### config.mk
export PLATFORM = sky130hd
export DESIGN_NAME = touch_segment_centroid
export DESIGN_NICKNAME = d
export VERILOG_FILES = /design/src/design/tsc_pkg.sv /design/src/design/tsc_segmenter.sv /design/src/design/tsc_divider.sv /design/src/design/touch_segment_centroid.sv
export SDC_FILE = /design/constraint.sdc
export NUM_CORES = 1
export LEC_CHECK = 0
export ABC_AREA = 1
export BUFFER_PORTS_ARGS = -buffer_cell sky130_fd_sc_hd__buf_2
export CAP_MARGIN = 20
export CORE_MARGIN = 2
export CORE_UTILIZATION = 52
export DETAILED_ROUTE_END_ITERATION = 10
export GPL_TIMING_DRIVEN = 0
export PLACE_DENSITY = 0.69
export SLEW_MARGIN = 20
export SYNTH_ARGS = -nofsm -noshare
export SYNTH_HDL_FRONTEND = slang
export SYNTH_HIERARCHICAL = 1
export SYNTH_SLANG_ARGS = --single-unit
### constraint.sdc
create_clock -name clk -period 13.3 [get_ports clk]
set_input_delay 1.33 -clock clk [delete_from_list [all_inputs] [get_ports clk]]
set_output_delay 1.33 -clock clk [all_outputs]
set_load 0.05 [all_outputs]
### src/design/tsc_pkg.sv
`default_nettype none
package tsc_pkg;

	localparam int NUM_CHANNELS = 64;
	localparam int SAMPLE_BITS  = 12;

	// port widths
	localparam int SAMPLE_W = 12;
	localparam int INDEX_W  = 6;
	localparam int POS_W    = 15;
	localparam int COUNT_W  = 7;
	localparam int SUM_W    = 18;

	localparam int CH_BITS      = $clog2(NUM_CHANNELS);
	localparam int IDX_BITS     = CH_BITS + 1;
	localparam int LEN_BITS     = CH_BITS + 1;
	localparam int START_BITS   = CH_BITS + 1;
	localparam int BASE_BITS    = CH_BITS + 2;
	localparam int PRESS_BITS   = SAMPLE_BITS + CH_BITS;
	localparam int WEIGHT_BITS  = SAMPLE_BITS + 2 * CH_BITS;
	localparam int FRAC_BITS    = 8;
	localparam int QUOT_BITS    = CH_BITS + FRAC_BITS;
	localparam int POS_SUM_BITS = BASE_BITS + FRAC_BITS + 1;
	localparam int CNT_BITS     = $clog2(QUOT_BITS + 1);

	typedef struct packed {
		logic [WEIGHT_BITS-1:0] weighted;
		logic [PRESS_BITS-1:0]  pressure;
		logic [LEN_BITS-1:0]    length;
		logic [BASE_BITS-1:0]   base;
	} touch_rec_t;

	typedef struct packed {
		logic valley;
		logic frame_end;
	} seg_flags_t;

endpackage
`default_nettype wire

### src/design/tsc_segmenter.sv
`default_nettype none
module tsc_segmenter import tsc_pkg::*; (
	input  logic                clk,
	input  logic                arst_n,
	input  logic                step,
	input  logic [SAMPLE_W-1:0] sample,
	input  logic [INDEX_W-1:0]  frame_start,
	input  logic [INDEX_W-1:0]  chan_offset,
	input  logic                last_in_frame,
	output seg_flags_t          flags,
	output touch_rec_t          rec_a,
	output touch_rec_t          rec_b
);

	logic                   in_frame_q;
	logic                   peak_held_q;
	logic [SAMPLE_BITS-1:0] peak_val_q;
	logic [IDX_BITS-1:0]    peak_pos_q;
	logic [SAMPLE_BITS-1:0] prev_q;
	logic [IDX_BITS-1:0]    idx_q;
	logic [START_BITS-1:0]  start_q;
	logic [INDEX_W-1:0]     shift_q;
	logic [PRESS_BITS-1:0]  press_q;
	logic [WEIGHT_BITS-1:0] weight_q;
	logic [LEN_BITS-1:0]    len_q;
	touch_rec_t             rec_a_q;
	touch_rec_t             rec_b_q;

	logic [SAMPLE_BITS-1:0] v;
	logic [START_BITS-1:0]  st, st2;
	logic [INDEX_W-1:0]     hs;
	logic [IDX_BITS-1:0]    idx, idx2;
	logic                   ph, ph2;
	logic [SAMPLE_BITS-1:0] pv, pv2, prv, prv2;
	logic [IDX_BITS-1:0]    pp, pp2;
	logic [PRESS_BITS-1:0]  p, p2, p3;
	logic [WEIGHT_BITS-1:0] w, w2, w3;
	logic [LEN_BITS-1:0]    l, l2, l3;
	logic [LEN_BITS+SAMPLE_BITS-1:0] prod;
	logic                   rise, valley, frame_end;

	assign v = sample[SAMPLE_BITS-1:0];

	always_comb begin
		// open a fresh frame on its first sample
		if (in_frame_q) begin
			st  = start_q;
			hs  = shift_q;
			idx = idx_q;
			ph  = peak_held_q;
			pv  = peak_val_q;
			pp  = peak_pos_q;
			prv = prev_q;
			p   = press_q;
			w   = weight_q;
			l   = len_q;
		end else begin
			st  = START_BITS'(frame_start);
			hs  = chan_offset;
			idx = '0;
			ph  = 1'b0;
			pv  = '0;
			pp  = '0;
			prv = '0;
			p   = '0;
			w   = '0;
			l   = '0;
		end

		rise   = !ph || (((pp + 1'b1) == idx) && (v >= pv));
		valley = !rise && ((pp + 1'b1) != idx) && (v > prv);

		st2  = st;
		p2   = p;
		w2   = w;
		l2   = l;
		ph2  = ph;
		pv2  = pv;
		pp2  = pp;
		prv2 = prv;
		if (rise) begin
			pv2  = v;
			pp2  = idx;
			ph2  = 1'b1;
			prv2 = v;
		end else if (valley) begin
			// valley sample opens the next segment as well
			st2  = st + START_BITS'(l) - 1'b1;
			p2   = PRESS_BITS'(prv);
			w2   = '0;
			l2   = LEN_BITS'(1);
			ph2  = 1'b0;
			pv2  = '0;
			prv2 = '0;
		end else begin
			prv2 = v;
		end

		prod = l2 * v;
		w3   = w2 + WEIGHT_BITS'(prod);
		p3   = p2 + PRESS_BITS'(v);
		l3   = l2 + 1'b1;

		idx2      = idx + 1'b1;
		frame_end = last_in_frame || (idx2 >= IDX_BITS'(NUM_CHANNELS));
	end

	assign flags.valley    = valley;
	assign flags.frame_end = frame_end;

	always_ff @(posedge clk or negedge arst_n) begin
		if (!arst_n) begin
			in_frame_q  <= 1'b0;
			peak_held_q <= 1'b0;
			peak_val_q  <= '0;
			peak_pos_q  <= '0;
			prev_q      <= '0;
			idx_q       <= '0;
			start_q     <= '0;
			shift_q     <= '0;
			press_q     <= '0;
			weight_q    <= '0;
			len_q       <= '0;
		end else if (step) begin
			in_frame_q  <= !frame_end;
			peak_held_q <= ph2;
			peak_val_q  <= pv2;
			peak_pos_q  <= pp2;
			prev_q      <= prv2;
			idx_q       <= idx2;
			start_q     <= st2;
			shift_q     <= hs;
			press_q     <= p3;
			weight_q    <= w3;
			len_q       <= l3;
		end
	end

	always_ff @(posedge clk) begin
		if (step) begin
			rec_a_q.weighted <= w;
			rec_a_q.pressure <= p;
			rec_a_q.length   <= l;
			rec_a_q.base     <= BASE_BITS'(st) + BASE_BITS'(hs);
			rec_b_q.weighted <= w3;
			rec_b_q.pressure <= p3;
			rec_b_q.length   <= l3;
			rec_b_q.base     <= BASE_BITS'(st2) + BASE_BITS'(hs);
		end
	end

	assign rec_a = rec_a_q;
	assign rec_b = rec_b_q;

endmodule
`default_nettype wire

### src/design/tsc_divider.sv
`default_nettype none
module tsc_divider import tsc_pkg::*; (
	input  logic                   clk,
	input  logic                   arst_n,
	input  logic                   start,
	input  logic [WEIGHT_BITS-1:0] num,
	input  logic [PRESS_BITS-1:0]  den,
	output logic                   busy,
	output logic [QUOT_BITS-1:0]   quot
);

	logic                  busy_q;
	logic [CNT_BITS-1:0]   cnt_q;
	logic [PRESS_BITS-1:0] rem_q;
	logic [QUOT_BITS-1:0]  bits_q;
	logic [PRESS_BITS-1:0] den_q;

	logic [PRESS_BITS:0]   trial;
	logic [PRESS_BITS:0]   diff;
	logic                  qbit;
	logic [PRESS_BITS-1:0] rem_nx;

	assign trial  = {rem_q, bits_q[QUOT_BITS-1]};
	assign diff   = trial - {1'b0, den_q};
	assign qbit   = !diff[PRESS_BITS];
	assign rem_nx = qbit ? diff[PRESS_BITS-1:0] : trial[PRESS_BITS-1:0];

	always_ff @(posedge clk or negedge arst_n) begin
		if (!arst_n) begin
			busy_q <= 1'b0;
			cnt_q  <= '0;
		end else if (start) begin
			busy_q <= 1'b1;
			cnt_q  <= CNT_BITS'(QUOT_BITS);
		end else if (busy_q) begin
			cnt_q <= cnt_q - 1'b1;
			if (cnt_q == CNT_BITS'(1)) begin
				busy_q <= 1'b0;
			end
		end
	end

	// dividend is weighted << 8; its top part is already below the divisor
	always_ff @(posedge clk) begin
		if (start) begin
			rem_q  <= num[WEIGHT_BITS-1:CH_BITS];
			bits_q <= {num[CH_BITS-1:0], {FRAC_BITS{1'b0}}};
			den_q  <= den;
		end else if (busy_q) begin
			rem_q  <= rem_nx;
			bits_q <= {bits_q[QUOT_BITS-2:0], qbit};
		end
	end

	assign busy = busy_q;
	assign quot = bits_q;

endmodule
`default_nettype wire

### src/design/touch_segment_centroid.sv
// Touch segment centroid.
// Input channel (sample_valid / sample_ready): one channel pressure per
// transaction with frame_start, chan_offset and last_in_frame; the frame
// fields are taken from the first sample of each frame.
// Output channel (touch_valid / touch_ready): one touch per transaction with
// position_q8, channel_count, pressure_sum, zero_pressure and last_of_run.
// Each input yields zero, one or two touches.
// Each touch passes through S_PICK, which loads the divider, S_DIV, which
// runs the bit-serial restoring divide of weighted << 8 by pressure (one
// quotient bit per cycle) and sees the divider finish, and S_PUT, which forms
// the position into the output register. The next input is accepted only
// once every touch of the last one has been through these states.
// The output register holds a finished touch while the next is computed;
// a stalled receiver holds the block once a second touch is ready.
// Reset clears the frame state, the pending touches and touch_valid;
// the first sample after reset opens a new frame.
`default_nettype none
module touch_segment_centroid import tsc_pkg::*; (
	input  logic                clk,
	input  logic                arst_n,
	input  logic                sample_valid,
	output logic                sample_ready,
	input  logic [SAMPLE_W-1:0] sample,
	input  logic [INDEX_W-1:0]  frame_start,
	input  logic [INDEX_W-1:0]  chan_offset,
	input  logic                last_in_frame,
	output logic                touch_valid,
	input  logic                touch_ready,
	output logic [POS_W-1:0]    position_q8,
	output logic [COUNT_W-1:0]  channel_count,
	output logic [SUM_W-1:0]    pressure_sum,
	output logic                zero_pressure,
	output logic                last_of_run
);

	typedef enum logic [3:0] {
		S_IDLE = 4'b0001,
		S_PICK = 4'b0010,
		S_DIV  = 4'b0100,
		S_PUT  = 4'b1000
	} state_t;

	state_t     state_q;
	logic       pend_a_q;
	logic       pend_b_q;
	logic       last_q;
	touch_rec_t cur_q;

	logic                touch_valid_q;
	logic [POS_W-1:0]    position_q;
	logic [COUNT_W-1:0]  count_q;
	logic [SUM_W-1:0]    sum_q;
	logic                zero_q;
	logic                last_run_q;

	logic                 accept;
	seg_flags_t           flags;
	touch_rec_t           rec_a;
	touch_rec_t           rec_b;
	touch_rec_t           pick_rec;
	logic                 div_start;
	logic                 div_busy;
	logic [QUOT_BITS-1:0] div_quot;
	logic                 load_out;

	logic                    zero;
	logic [QUOT_BITS-1:0]    q;
	logic [POS_SUM_BITS-1:0] pos_full;
	logic [POS_SUM_BITS-1:0] pos_wrap;
	logic [POS_SUM_BITS-1:0] pos_limit;

	assign sample_ready = (state_q == S_IDLE);
	assign accept       = sample_valid && sample_ready;

	tsc_segmenter u_seg (
		.clk           (clk),
		.arst_n        (arst_n),
		.step          (accept),
		.sample        (sample),
		.frame_start   (frame_start),
		.chan_offset   (chan_offset),
		.last_in_frame (last_in_frame),
		.flags         (flags),
		.rec_a         (rec_a),
		.rec_b         (rec_b)
	);

	assign pick_rec  = pend_a_q ? rec_a : rec_b;
	assign div_start = (state_q == S_PICK) && (pend_a_q || pend_b_q);

	tsc_divider u_div (
		.clk    (clk),
		.arst_n (arst_n),
		.start  (div_start),
		.num    (pick_rec.weighted),
		.den    (pick_rec.pressure),
		.busy   (div_busy),
		.quot   (div_quot)
	);

	assign load_out = (state_q == S_PUT) && (!touch_valid_q || touch_ready);

	always_comb begin
		zero      = (cur_q.pressure == '0);
		q         = zero ? '0 : div_quot;
		pos_limit = POS_SUM_BITS'(NUM_CHANNELS * (1 << FRAC_BITS));
		pos_full  = POS_SUM_BITS'(q) + POS_SUM_BITS'({cur_q.base, {FRAC_BITS{1'b0}}});
		// wrap once past the last channel
		pos_wrap  = (pos_full >= pos_limit) ? (pos_full - pos_limit) : pos_full;
	end

	always_ff @(posedge clk or negedge arst_n) begin
		if (!arst_n) begin
			state_q  <= S_IDLE;
			pend_a_q <= 1'b0;
			pend_b_q <= 1'b0;
		end else begin
			case (state_q)
				S_IDLE: begin
					if (accept) begin
						pend_a_q <= flags.valley;
						pend_b_q <= flags.frame_end;
						state_q  <= S_PICK;
					end
				end
				S_PICK: begin
					if (pend_a_q) begin
						pend_a_q <= 1'b0;
						state_q  <= S_DIV;
					end else if (pend_b_q) begin
						pend_b_q <= 1'b0;
						state_q  <= S_DIV;
					end else begin
						state_q <= S_IDLE;
					end
				end
				S_DIV: begin
					if (!div_busy) begin
						state_q <= S_PUT;
					end
				end
				S_PUT: begin
					if (load_out) begin
						state_q <= S_PICK;
					end
				end
				default: begin
					state_q <= S_IDLE;
				end
			endcase
		end
	end

	always_ff @(posedge clk) begin
		if (div_start) begin
			cur_q  <= pick_rec;
			last_q <= !(pend_a_q && pend_b_q);
		end
	end

	always_ff @(posedge clk or negedge arst_n) begin
		if (!arst_n) begin
			touch_valid_q <= 1'b0;
		end else if (load_out) begin
			touch_valid_q <= 1'b1;
		end else if (touch_ready) begin
			touch_valid_q <= 1'b0;
		end
	end

	always_ff @(posedge clk) begin
		if (load_out) begin
			position_q <= POS_W'(pos_wrap);
			count_q    <= COUNT_W'(cur_q.length);
			sum_q      <= SUM_W'(cur_q.pressure);
			zero_q     <= zero;
			last_run_q <= last_q;
		end
	end

	assign touch_valid   = touch_valid_q;
	assign position_q8   = position_q;
	assign channel_count = count_q;
	assign pressure_sum  = sum_q;
	assign zero_pressure = zero_q;
	assign last_of_run   = last_run_q;

endmodule
`default_nettype wire

==> results of run 1 <==
path summary, 6_finish.rpt:
check	endpoint	slack, ns	depth (start not counted)
hold reg to reg	channel_count[6]	0.42	0
setup / recovery	u_seg/rec_b[52]	4.40	38
max in group asynchronous	u_seg/in_frame_q	11.79	2
hold / removal	channel_count[6]	0.42	0
setup reg to reg	u_seg/rec_b[52]	4.40	38
min in group asynchronous	u_seg/press_q[8]	0.73	1
critical path: cells and delay by family, from the launching register on:
family | cells | cell delay, ns
AOI/OAI and AO/OA | 3 | 0.54
and+or+nand+nor | 17 | 2.05
buffers and inverters | 12 | 3.00
DFF | 1 | 0.38
adders and majority gates | 6 | 2.64
flip-flops by register name, indices dropped and copies added, names as in the netlist, 6 cells and up:
| signal | cells |
|---|---|
| channel_count | 7 |
| cur_q | 33 |
| position_q8 | 15 |
| pressure_sum | 18 |
| u_div/den_q | 18 |
| u_div/quot | 14 |
| u_div/rem_q | 18 |
| u_seg/idx_q | 7 |
| u_seg/len_q | 7 |
| u_seg/peak_pos_q | 7 |
| u_seg/peak_val_q | 12 |
| u_seg/press_q | 18 |
| u_seg/prev_q | 12 |
| u_seg/rec_a | 57 |
| u_seg/rec_b | 57 |
| u_seg/shift_q | 6 |
| u_seg/start_q | 7 |
| u_seg/weight_q | 24 |
logic make-up after synthesis:
kind of cell,Yosys count,synth area share (%)
buffers and inverters,426,7.85
AO/OA/AOI/OAI,237,6.14
XOR/XNOR,59,2.42
flip-flops,354,46.7
AND/OR/NAND/NOR,1158,22.4
adder cells (fa/ha/maj),204,14.5
routing by layer:
layer | global-route usage, % | up-vias | share of wire [%]
met4 | 8.54 | 0 | 3.1
met1 | 37.3 | 7960 | 45
met5 | 0 | - | 0
met2 | 43.3 | 573 | 46
li1 | - | 8083 | -
met3 | 3.50 | 89 | 6.1
layout make-up:
class | instances | area share (%)
timing repair buffer | 81 | 2.40
clock buffer | 56 | 4.67
sequential | 354 | 41.6
clock inverter | 17 | 0.949
inverter | 353 | 5.52
multi-input combinational | 1658 | 40.6
tap | 532 | 2.78
buffer | 73 | 1.47
placed cells by master (no fill, tap or decap), types with 66 or more instances in the layout:
cell and instances:
o21ai_0 99, edfxtp_1 232, inv_1 326, nor2_1 159, fa_1 72, dfrtp_1 113, a21oi_1 66, nand3_1 110
nand2_1 791, buf_2 95, ha_1 132
through the flow:
stage / worst slack [ns] / utilization (%) / std cells / hold slack (ns)
6_report: 4.40 / 58.9 / 3124 / 0.420
5_1_grt: 3.98 / 58.9 / 3124 / 0.440
4_1_cts: 4.48 / 58.8 / 3123 / 0.421
3_5_place_dp: 4.49 / 55.5 / 3050 / 0.406
3_3_place_gp: 4.54 / 55.0 / 3042 / 0.414
2_1_floorplan: 6.44 / - / 2438 / 0.400
power by group:
group / leakage [nW] / switching (mW) / internal (mW)
logic: 7.53 / 1.66 / 0.812
clock network: 0.665 / 0.437 / 0.687
registers: 3.72 / 0.153 / 1.67
total: 11.9 / 2.25 / 3.17
Yosys cell counts, types with 9 or more instances:
cell type and instances:
clkbuf_1 32, and2_1 11, o21ai_1 18, nand4_1 29
edfxtp_1 232, xor2_1 36, ha_1 132, clkinv_1 11
o22ai_1 9, nand2_2 14, buf_2 24, o211ai_1 12
a21oi_1 66, o21ai_0 99, dfrtp_1 113, nor2_1 160
inv_2 16, inv_1 326, nand3_1 110, nand2_1 791
xnor2_1 23, fa_1 72
==> summary.txt, run 1 <==
Layout
  • Share of cells above drive strength 1: 9.22%
  • Final #Nets: 2,794
  • Multi-input gate area: 0.00974 mm2
  • Synth-to-Final Area Change: 12.2%
  • Fill count: 3,575
  • Storage cell area: 0.00998 mm2
  • Antenna diode count: 0
  • Fin area: 0.0240 mm2

Yosys
  • Register area share after synthesis: 46.7%
  • Synth top area share: 32.6%
  • Syn avg cell area: 8.77 um2
  • FF+latch count, synth: 354
  • Post-Syn Area: 0.0214 mm2
  • Post-synth top flop: edfxtp_1
  • Largest area contributor in the netlist: edfxtp_1
  • Yosys cell types: 50
  • Post-synthesis instance total: 2,438
  • Synth Warn #: 6
  • Net Count, Synth: 2,671
  • EDFF count, synth: 232
  • Top cells by area, synth: edfxtp_1, nand2_1, dfrtp_1, ha_1, fa_1
  • Ys async rst share: 32.2%

STA
  • RSZ-0062 raised after global routing: no
  • Endpoints failing setup: 0
  • Setup TNS: 0 ns
  • Clock Skews: 0.0202 ns
  • Max-slew headroom: 38.5%
  • Final hold violation count: 0
  • Fin crit share: 66.9%
  • Minimum clock period: 8.90 ns
  • Max Clk Rate: 112 MHz
  • Worst slew pin tran: 0.923 ns
  • Final slew viol count: 0

Flow run
  • Max Cap Viol: 0

Routing
  • Final wirelength: 55,000 um
  • Drt drc: 0
  • Post-route antenna net violation count: 0
  • DR WL/cell: 17.6 um
  • Post-DR vias/cell: 5.35
  • First-pass iteration count of the detailed router: 7
  • Via count: 16.7k
  • Drt first-iter violations: 1,276

Die
  • Die area: 0.0428 mm2
  • IO Count: 73
  • Die height: 207 um
  • Cell row count: 74
  • Die W: 207 um
  • Starting Density: 52.5%
  • Core ar.: 0.0407 mm2

Setup path
  • RR Startpoint: u_seg/in_frame_q
  • Max FO, Critical Path: 10
  • WP data required: 13.59 ns
  • Crit. Startpoint: u_seg/in_frame_q
  • Crit Path Category: register to register
  • Critical Path AT: 9.18 ns
  • Largest stage delay on the critical path: 0.75 ns
  • Crit path launch type: register
  • Most used cell along the critical path: nand2_1
  • CP max stage cell: clkbuf_1
  • Critical Path Sink Type: register

Clock tree
  • Total CTS buffers: 40
  • Post-CTS sizing: 0
  • CTS sink cnt: 354
  • TritonCTS clock tree: yes
  • Reg clk slew, reported paths: 0.06 ns
  • Postcts setup bufs: 0
  • H-Tree Depth: 2
  • CTS root buf: clkbuf_16
  • CTS Buffer Depth: 3
  • Post-CTS Hold Buffers: 0
  • Clk_lat worst skew: 0.54 ns

Power
  • Leakage power: 11.9 nW
  • Pwr dens: 226 mW/mm2
  • Total power: 5.42 mW
  • Max VDD drop: 0.0963 mV

Placement
  • Port Buffers: 72
  • Placed Area: 0.0226 mm2
  • Final Wtd Congestion: 0.936
  • Post-detail-place hpwl: 42,700 um

Global routing
  • Vias in the first global route: 16.1k
  • Largest net degree at the start of global routing: 74
  • Global-route wire length before repair: 87,200 um
  • Total GRT Usage: 26.6%
  • Initial antenna violation count: 0
  • Grt ovf: 0

Run status
  • Status: finished clean

Min path
  • Hold WC Path Type: register to register
  • Hold Startpoint: cur_q[14]
No activity file was read; power rests on OpenSTA's default activity.
==> inputs of run 2 (changes only) <==
ABC_AREA = 0   (was 1)
clock period = 8.7 ns   (was 13.3 ns; I/O delays follow)
==> summary.txt, run 2 <==
STA
  • Max-slew headroom: 36.3% (-2.1 points)
  • Fin crit share: 96.0% (+29 points)
  • Max Clk Rate: 120 MHz (+6.6%)
  • Final hold slack: 0.232 ns (-0.188 ns)
  • Final hold violation count: 0 (unchanged)
  • Worst slew pin tran: 0.942 ns (+0.0195 ns)
  • RSZ-0062 raised after global routing: no
  • Minimum clock period: 8.35 ns (-0.547 ns)
  • Clock Skews: 0.0236 ns (+0.00338 ns)
  • Endpoints failing setup: 0 (unchanged)
  • Setup TNS: 0 ns (unchanged)
  • Final slew viol count: 0 (unchanged)

Yosys
  • Most frequent cell after synthesis: edfxtp_1
  • FF+latch count, synth: 354 (unchanged)
  • Ys async rst share: 32.2% (unchanged)
  • Yosys cell types: 85 (+70%)
  • Post-Syn Area: 0.0212 mm2 (-0.75%)
  • Top cells by area, synth: edfxtp_1, dfrtp_1, ha_1, fa_1, mux2_2
  • EDFF count, synth: 232 (unchanged)
  • Register area share after synthesis: 47.0% (+0.35 points)
  • Net Count, Synth: 2,129 (-20%)
  • Syn avg cell area: 11.2 um2 (+28%)
  • Largest area contributor in the netlist: edfxtp_1
  • Post-synth top flop: edfxtp_1
  • Top cells by count, synth: edfxtp_1, inv_1, nand2_1, ha_1, mux2_2
  • Synth Warn #: 6 (unchanged)
  • Synth top area share: 32.8% (+0.25 points)
  • Post-synthesis instance total: 1,896 (-22%)

Routing
  • Drt first-iter violations: 1,217 (-4.6%)
  • Drt drc: 0 (unchanged)
  • Post-DR vias/cell: 5.76 (+7.7%)
  • Final wirelength: 53,000 um (-3.6%)
  • First-pass iteration count of the detailed router: 5 (-2)
  • Post-route antenna net violation count: 0 (unchanged)
  • DR WL/cell: 20.6 um (+17%)
  • Via count: 14.8k (-11%)

Min path
  • Hold WC Path Type: input pin to async pin

Die
  • Die area: 0.0424 mm2 (-0.73%)
  • Die W: 206 um (-0.37%)
  • Starting Density: 52.3% (-0.16 points)
  • Core ar.: 0.0406 mm2 (-0.45%)
  • Die height: 206 um (-0.37%)
  • Cell row count: 74 (unchanged)
  • IO Count: 73 (unchanged)

Clock tree
  • TritonCTS clock tree: yes
  • CTS sink cnt: 354 (unchanged)
  • H-Tree Depth: 2 (unchanged)
  • Reg clk slew, reported paths: 0.06 ns (about the same)
  • CTS root buf: clkbuf_16
  • Total CTS buffers: 38 (-5.0%)
  • CTS Buffer Depth: 3 (unchanged)
  • Postcts setup bufs: 0 (unchanged)
  • Clk_lat worst skew: 0.56 ns (+0.02 ns)

Power
  • Pwr dens: 358 mW/mm2 (+58%)
  • Total power: 8.46 mW (+56%)
  • Max VDD drop: 0.188 mV (+95%)
  • Leakage power: 10.3 nW (-14%)

Global routing
  • Grt ovf: 0 (unchanged)
  • Largest net degree at the start of global routing: 90 (+22%)
  • Vias in the first global route: 14.6k (-9.5%)
  • Initial antenna violation count: 3 (+3)
  • Global-route wire length before repair: 81,400 um (-6.7%)
  • Total GRT Usage: 25.3% (-1.3 points)

Flow run
  • Max Cap Viol: 0 (unchanged)

Layout
  • Final core occ: 58.3% (-0.55 points)
  • Commonest non-fill, non-tap cell in the layout: edfxtp_1
  • Most frequent cells in the layout: edfxtp_1, inv_1, nand2_1
  • Final #Nets: 2,244 (-20%)
  • Fill count: 3,391 (-5.1%)
  • Share of cells above drive strength 1: 15.2% (+6.0 points)
  • Multi-input gate area: 0.0102 mm2 (+4.7%)
  • Storage cell area: 0.00998 mm2 (about the same)
  • Fin area: 0.0237 mm2 (-1.4%)
  • Synth-to-Final Area Change: 11.5%

Setup path
  • Critical Path Sink Type: register
  • Crit path launch type: register
  • Max FO, Critical Path: 12 (+2)
  • Most used cell along the critical path: fa_1
  • Largest stage delay on the critical path: 0.54 ns (-0.21 ns)
  • CP max stage cell: fa_1
  • Crit Path Category: register to register
  • Critical Path AT: 8.64 ns (-0.54 ns)
  • WP data required: 8.99 ns (-4.60 ns)

Placement
  • Port Buffers: 72 (unchanged)
  • Placed Area: 0.0224 mm2 (-0.95%)
  • Post-detail-place hpwl: 39,700 um (-7.2%)
  • Final Wtd Congestion: 0.922 (-1.5%)

Run status
  • Status: finished clean
-- run 2: cell count changes after synthesis, moves of 47 or more --
cell	delta
inv_1	-149
and3_1	+75
nand2_1	-654
nand3_1	-67
nor2_1	-47
mux2_2	+118
-- run 2: timing repair --
action | in CTS | in global routing
hold buffers | 0 | 0
gates resized for setup | 6 | 4
endpoints found under the setup margin | 17 | 8
-- run 2: cells by family (layout without fill, tap and decap cells) --
group	count (synthesis)	in the layout	synth area share [%]
adders and majority gates	204	204	14.6
muxes	142	142	7.42
DFF	354	354	47.0
and+or+nand+nor	529	529	12.6
other	0	1	0
buffers and inverters	266	411	4.98
xor gates and xnor gates	75	75	3.10
AOI/OAI and AO/OA	326	326	10.3
-- run 2: critical path, delay by kind of cell (launching register included) --
family                   cells  cell delay [ns]
AND/OR/NAND/NOR              7             1.07
buffers and inverters        7             1.72
flip-flops                   1             0.52
adder cells (fa/ha/maj)      6             2.60
XOR/XNOR                     1             0.17
AO/OA/AOI/OAI                7             1.96
-- run 2: per-layer routing --
metal  routed length, um  GRT usage [%]
met3                3080           3.80
met5                   9              0
met4                2160           11.2
met1               22500           33.7
met2               25200           41.2
-- run 2: report_power, final --
| part | switching, mW | leakage (nW) | internal (mW) |
|---|---|---|---|
| clock network | 0.692 | 0.607 | 0.938 |
| logic | 2.42 | 6.00 | 1.58 |
| registers | 0.259 | 3.68 | 2.57 |
| total | 3.37 | 10.3 | 5.09 |
-- run 2: worst paths after layout --
path                                   from                to  slack (ns)  depth (start not counted)
max                        u_seg/in_frame_q   u_seg/rec_b[56]        0.35                         28
min                                  arst_n       touch_valid        0.23                          1
max reg2reg                u_seg/in_frame_q   u_seg/rec_b[56]        0.35                         28
min reg2reg                       cur_q[14]  channel_count[6]        0.42                          0
max in group asynchronous            arst_n  u_seg/in_frame_q        7.71                          2
min in group clk                  cur_q[14]  channel_count[6]        0.42                          0
-- run 2: area by class of cell --
| cell class | count | area share, % |
|---|---|---|
| Multi-Input combinational cell | 1276 | 43.1 |
| Tap cell | 532 | 2.81 |
| Clock inverter | 24 | 0.973 |
| Clock buffer | 46 | 4.32 |
| Timing Repair Buffer | 77 | 2.07 |
| Buffer | 82 | 1.62 |
| Inverter | 182 | 2.89 |
| Sequential cell | 354 | 42.2 |
| Antenna cell | 1 | 0.0106 |
-- run 2: per-stage QoR --
stage          setup WS [ns]  instances
4_1_cts                0.190       2573
6_report               0.351       2574
3_3_place_gp          -0.468       2500
3_5_place_dp          -0.495       2505
5_1_grt               0.0639       2573
2_1_floorplan           1.54       1896
==> inputs of run 3 (changes only) <==
CTS_BUF_LIST = sky130_fd_sc_hd__clkbuf_4 sky130_fd_sc_hd__clkbuf_8 sky130_fd_sc_hd__clkbuf_16   (was default)
==> summary.txt, run 3 (synthesis results as in run 2) <==
Setup path
  • Max FO, Critical Path: 12 (unchanged)
  • CP max stage cell: fa_1
  • Crit path launch type: register
  • WP buf/inv: 7 (unchanged)
  • Critical Path AT: 8.64 ns (about the same)
  • Crit path max-delay family: adder cells
  • Crit Path Category: register to register
  • WP data required: 8.99 ns (about the same)
  • Most used cell along the critical path: fa_1
  • Critical Path Sink Type: register
  • Largest stage delay on the critical path: 0.54 ns (about the same)

Power
  • Leakage power: 10.3 nW (+0.17%)
  • Internal Pwr Total: 5.11 mW (+0.31%)
  • Switch share: 39.8% (-0.071 points)
  • Pwr dens: 358 mW/mm2 (+0.11%)
  • Net Switching: 3.37 mW (about the same)
  • Sequential share of power: 33.4% (about the same)
  • Total power: 8.48 mW (+0.19%)
  • Combinational share of power: 47.2% (about the same)
  • Clk pwr share: 19.4% (about the same)
  • Max VDD drop: 0.188 mV (about the same)

Global routing
  • Largest net degree at the start of global routing: 90 (unchanged)
  • Initial antenna violation count: 3 (unchanged)
  • Vias in the first global route: 14.6k (-0.0068%)
  • Global-route wire length before repair: 81,400 um (about the same)
  • Grt ovf: 0 (unchanged)
  • Total GRT Usage: 25.3% (about the same)

Placement
  • Port Buffers: 72 (unchanged)
  • Placed Area: 0.0224 mm2 (unchanged)
  • Final Wtd Congestion: 0.922 (unchanged)
  • Dpl cells: 2,505 (unchanged)
  • Post-detail-place hpwl: 39,700 um (unchanged)

STA
  • Final hold violation count: 0 (unchanged)
  • Fin crit share: 95.9% (about the same)
  • Endpoints failing setup: 0 (unchanged)
  • Final slew viol count: 0 (unchanged)
  • Setup TNS: 0 ns (unchanged)
  • RSZ-0062 raised after global routing: no
  • Clock Skews: 0.0240 ns (+0.000450 ns)
  • Minimum clock period: 8.35 ns (-0.00157 ns)
  • Final hold slack: 0.230 ns (-0.00137 ns)
  • Max Clk Rate: 120 MHz (about the same)
  • Max-slew headroom: 35.8% (-0.51 points)
  • Worst slew pin tran: 0.950 ns (+0.00751 ns)

Routing
  • Drt first-iter violations: 1,237 (+1.6%)
  • Via count: 14.8k (unchanged)
  • Post-route antenna net violation count: 0 (unchanged)
  • DR WL/cell: 20.6 um (about the same)
  • Post-DR vias/cell: 5.76 (unchanged)
  • First-pass iteration count of the detailed router: 6 (+1)
  • Drt drc: 0 (unchanged)
  • Final wirelength: 53,000 um (about the same)

Layout
  • Most frequent cells in the layout: edfxtp_1, inv_1, nand2_1
  • Fill count: 3,392 (+0.029%)
  • Synth-to-Final Area Change: 11.6% (about the same)
  • Fin area: 0.0237 mm2 (about the same)
  • Post-Layout Cell Count: 2,574 (unchanged)
  • Final #Nets: 2,244 (unchanged)
  • Share of cells above drive strength 1: 15.4% (+0.24 points)
  • Commonest non-fill, non-tap cell in the layout: edfxtp_1

Die
  • IO Count: 73 (unchanged)
  • Die height: 206 um (unchanged)
  • Core ar.: 0.0406 mm2 (unchanged)
  • Die area: 0.0424 mm2 (unchanged)
  • Cell row count: 74 (unchanged)
  • Die W: 206 um (unchanged)
  • Starting Density: 52.3% (unchanged)

Flow run
  • Max Cap Viol: 0 (unchanged)

Clock tree
  • Post-CTS sizing: 6 (unchanged)
  • CTS root buf: clkbuf_16
  • H-Tree Depth: 2 (unchanged)
  • Total CTS buffers: 38 (unchanged)
  • Post-CTS Hold Buffers: 0 (unchanged)
  • Clk_lat worst skew: 0.56 ns (about the same)
  • CTS sink cnt: 354 (unchanged)
  • Postcts setup bufs: 0 (unchanged)
  • Reg clk slew, reported paths: 0.06 ns (about the same)
  • CTS Buffer Depth: 3 (unchanged)
  • TritonCTS clock tree: yes

Min path
  • Hold WC Path Type: input pin to async pin

Run status
  • Status: finished clean
==> run 3: cell counts in the layout (fill, tap and decap cells not counted) <==
No cell type changed its count.
==> run 3: stage by stage <==
step	setup WS [ns]	utilization, %
floorplan	1.54	-
global placement	-0.468	54.9
detailed placement	-0.495	55.2
CTS	0.190	58.4
global route	0.0639	58.4
finish	0.353	58.4
==> run 3: power groups by stage <==
stage	Combinational, mW	Sequential, mW	Clock, mW
6_report	4.00	2.83	1.64
5_1_grt	4.41	2.88	1.74
3_3_place_gp	3.81	2.84	0
2_1_floorplan	2.89	2.77	0
3_5_place_dp	3.94	2.85	0
4_1_cts	3.97	2.83	1.67
==> run 3: worst paths after layout <==
kind	end	startpoint	depth (start not counted)	slack [ns]
setup / recovery	u_seg/rec_b[56]	u_seg/in_frame_q	28	0.35
hold / removal	touch_valid	arst_n	1	0.23
setup reg to reg	u_seg/rec_b[56]	u_seg/in_frame_q	28	0.35
hold reg to reg	channel_count[6]	cur_q[14]	0	0.42
max in group asynchronous	u_seg/in_frame_q	arst_n	2	7.72
min in group clk	channel_count[6]	cur_q[14]	0	0.42
==> run 3: worst register-to-register path: cells and delay by family (launching register included) <==
family                   cells  cell delay [ns]
buffers and inverters        7             1.75
adder cells (fa/ha/maj)      6             2.60
AO/OA/AOI/OAI                7             1.97
flip-flops                   1             0.52
XOR/XNOR                     1             0.17
AND/OR/NAND/NOR              7             1.08
==> run 3: cell type report <==
class | count | area (um2) | area share (%)
clock inverters | 24 | 230 | 0.972
repair buffers | 77 | 489 | 2.07
clock buffers | 46 | 1040 | 4.40
well taps | 532 | 666 | 2.81
multi-input cells | 1276 | 10200 | 43.1
plain buffers | 82 | 383 | 1.62
flip-flops and latches | 354 | 9980 | 42.2
diodes | 1 | 2.50 | 0.0106
inverters | 182 | 683 | 2.89
==> run 3: routing by layer <==
layer | up-vias | routed length (um) | track usage [%]
li1 | 6952 | - | -
met1 | 7317 | 22600 | 33.6
met2 | 448 | 25200 | 41.2
met3 | 101 | 2920 | 3.80
met4 | 2 | 2200 | 11.2
met5 | - | 9 | 0
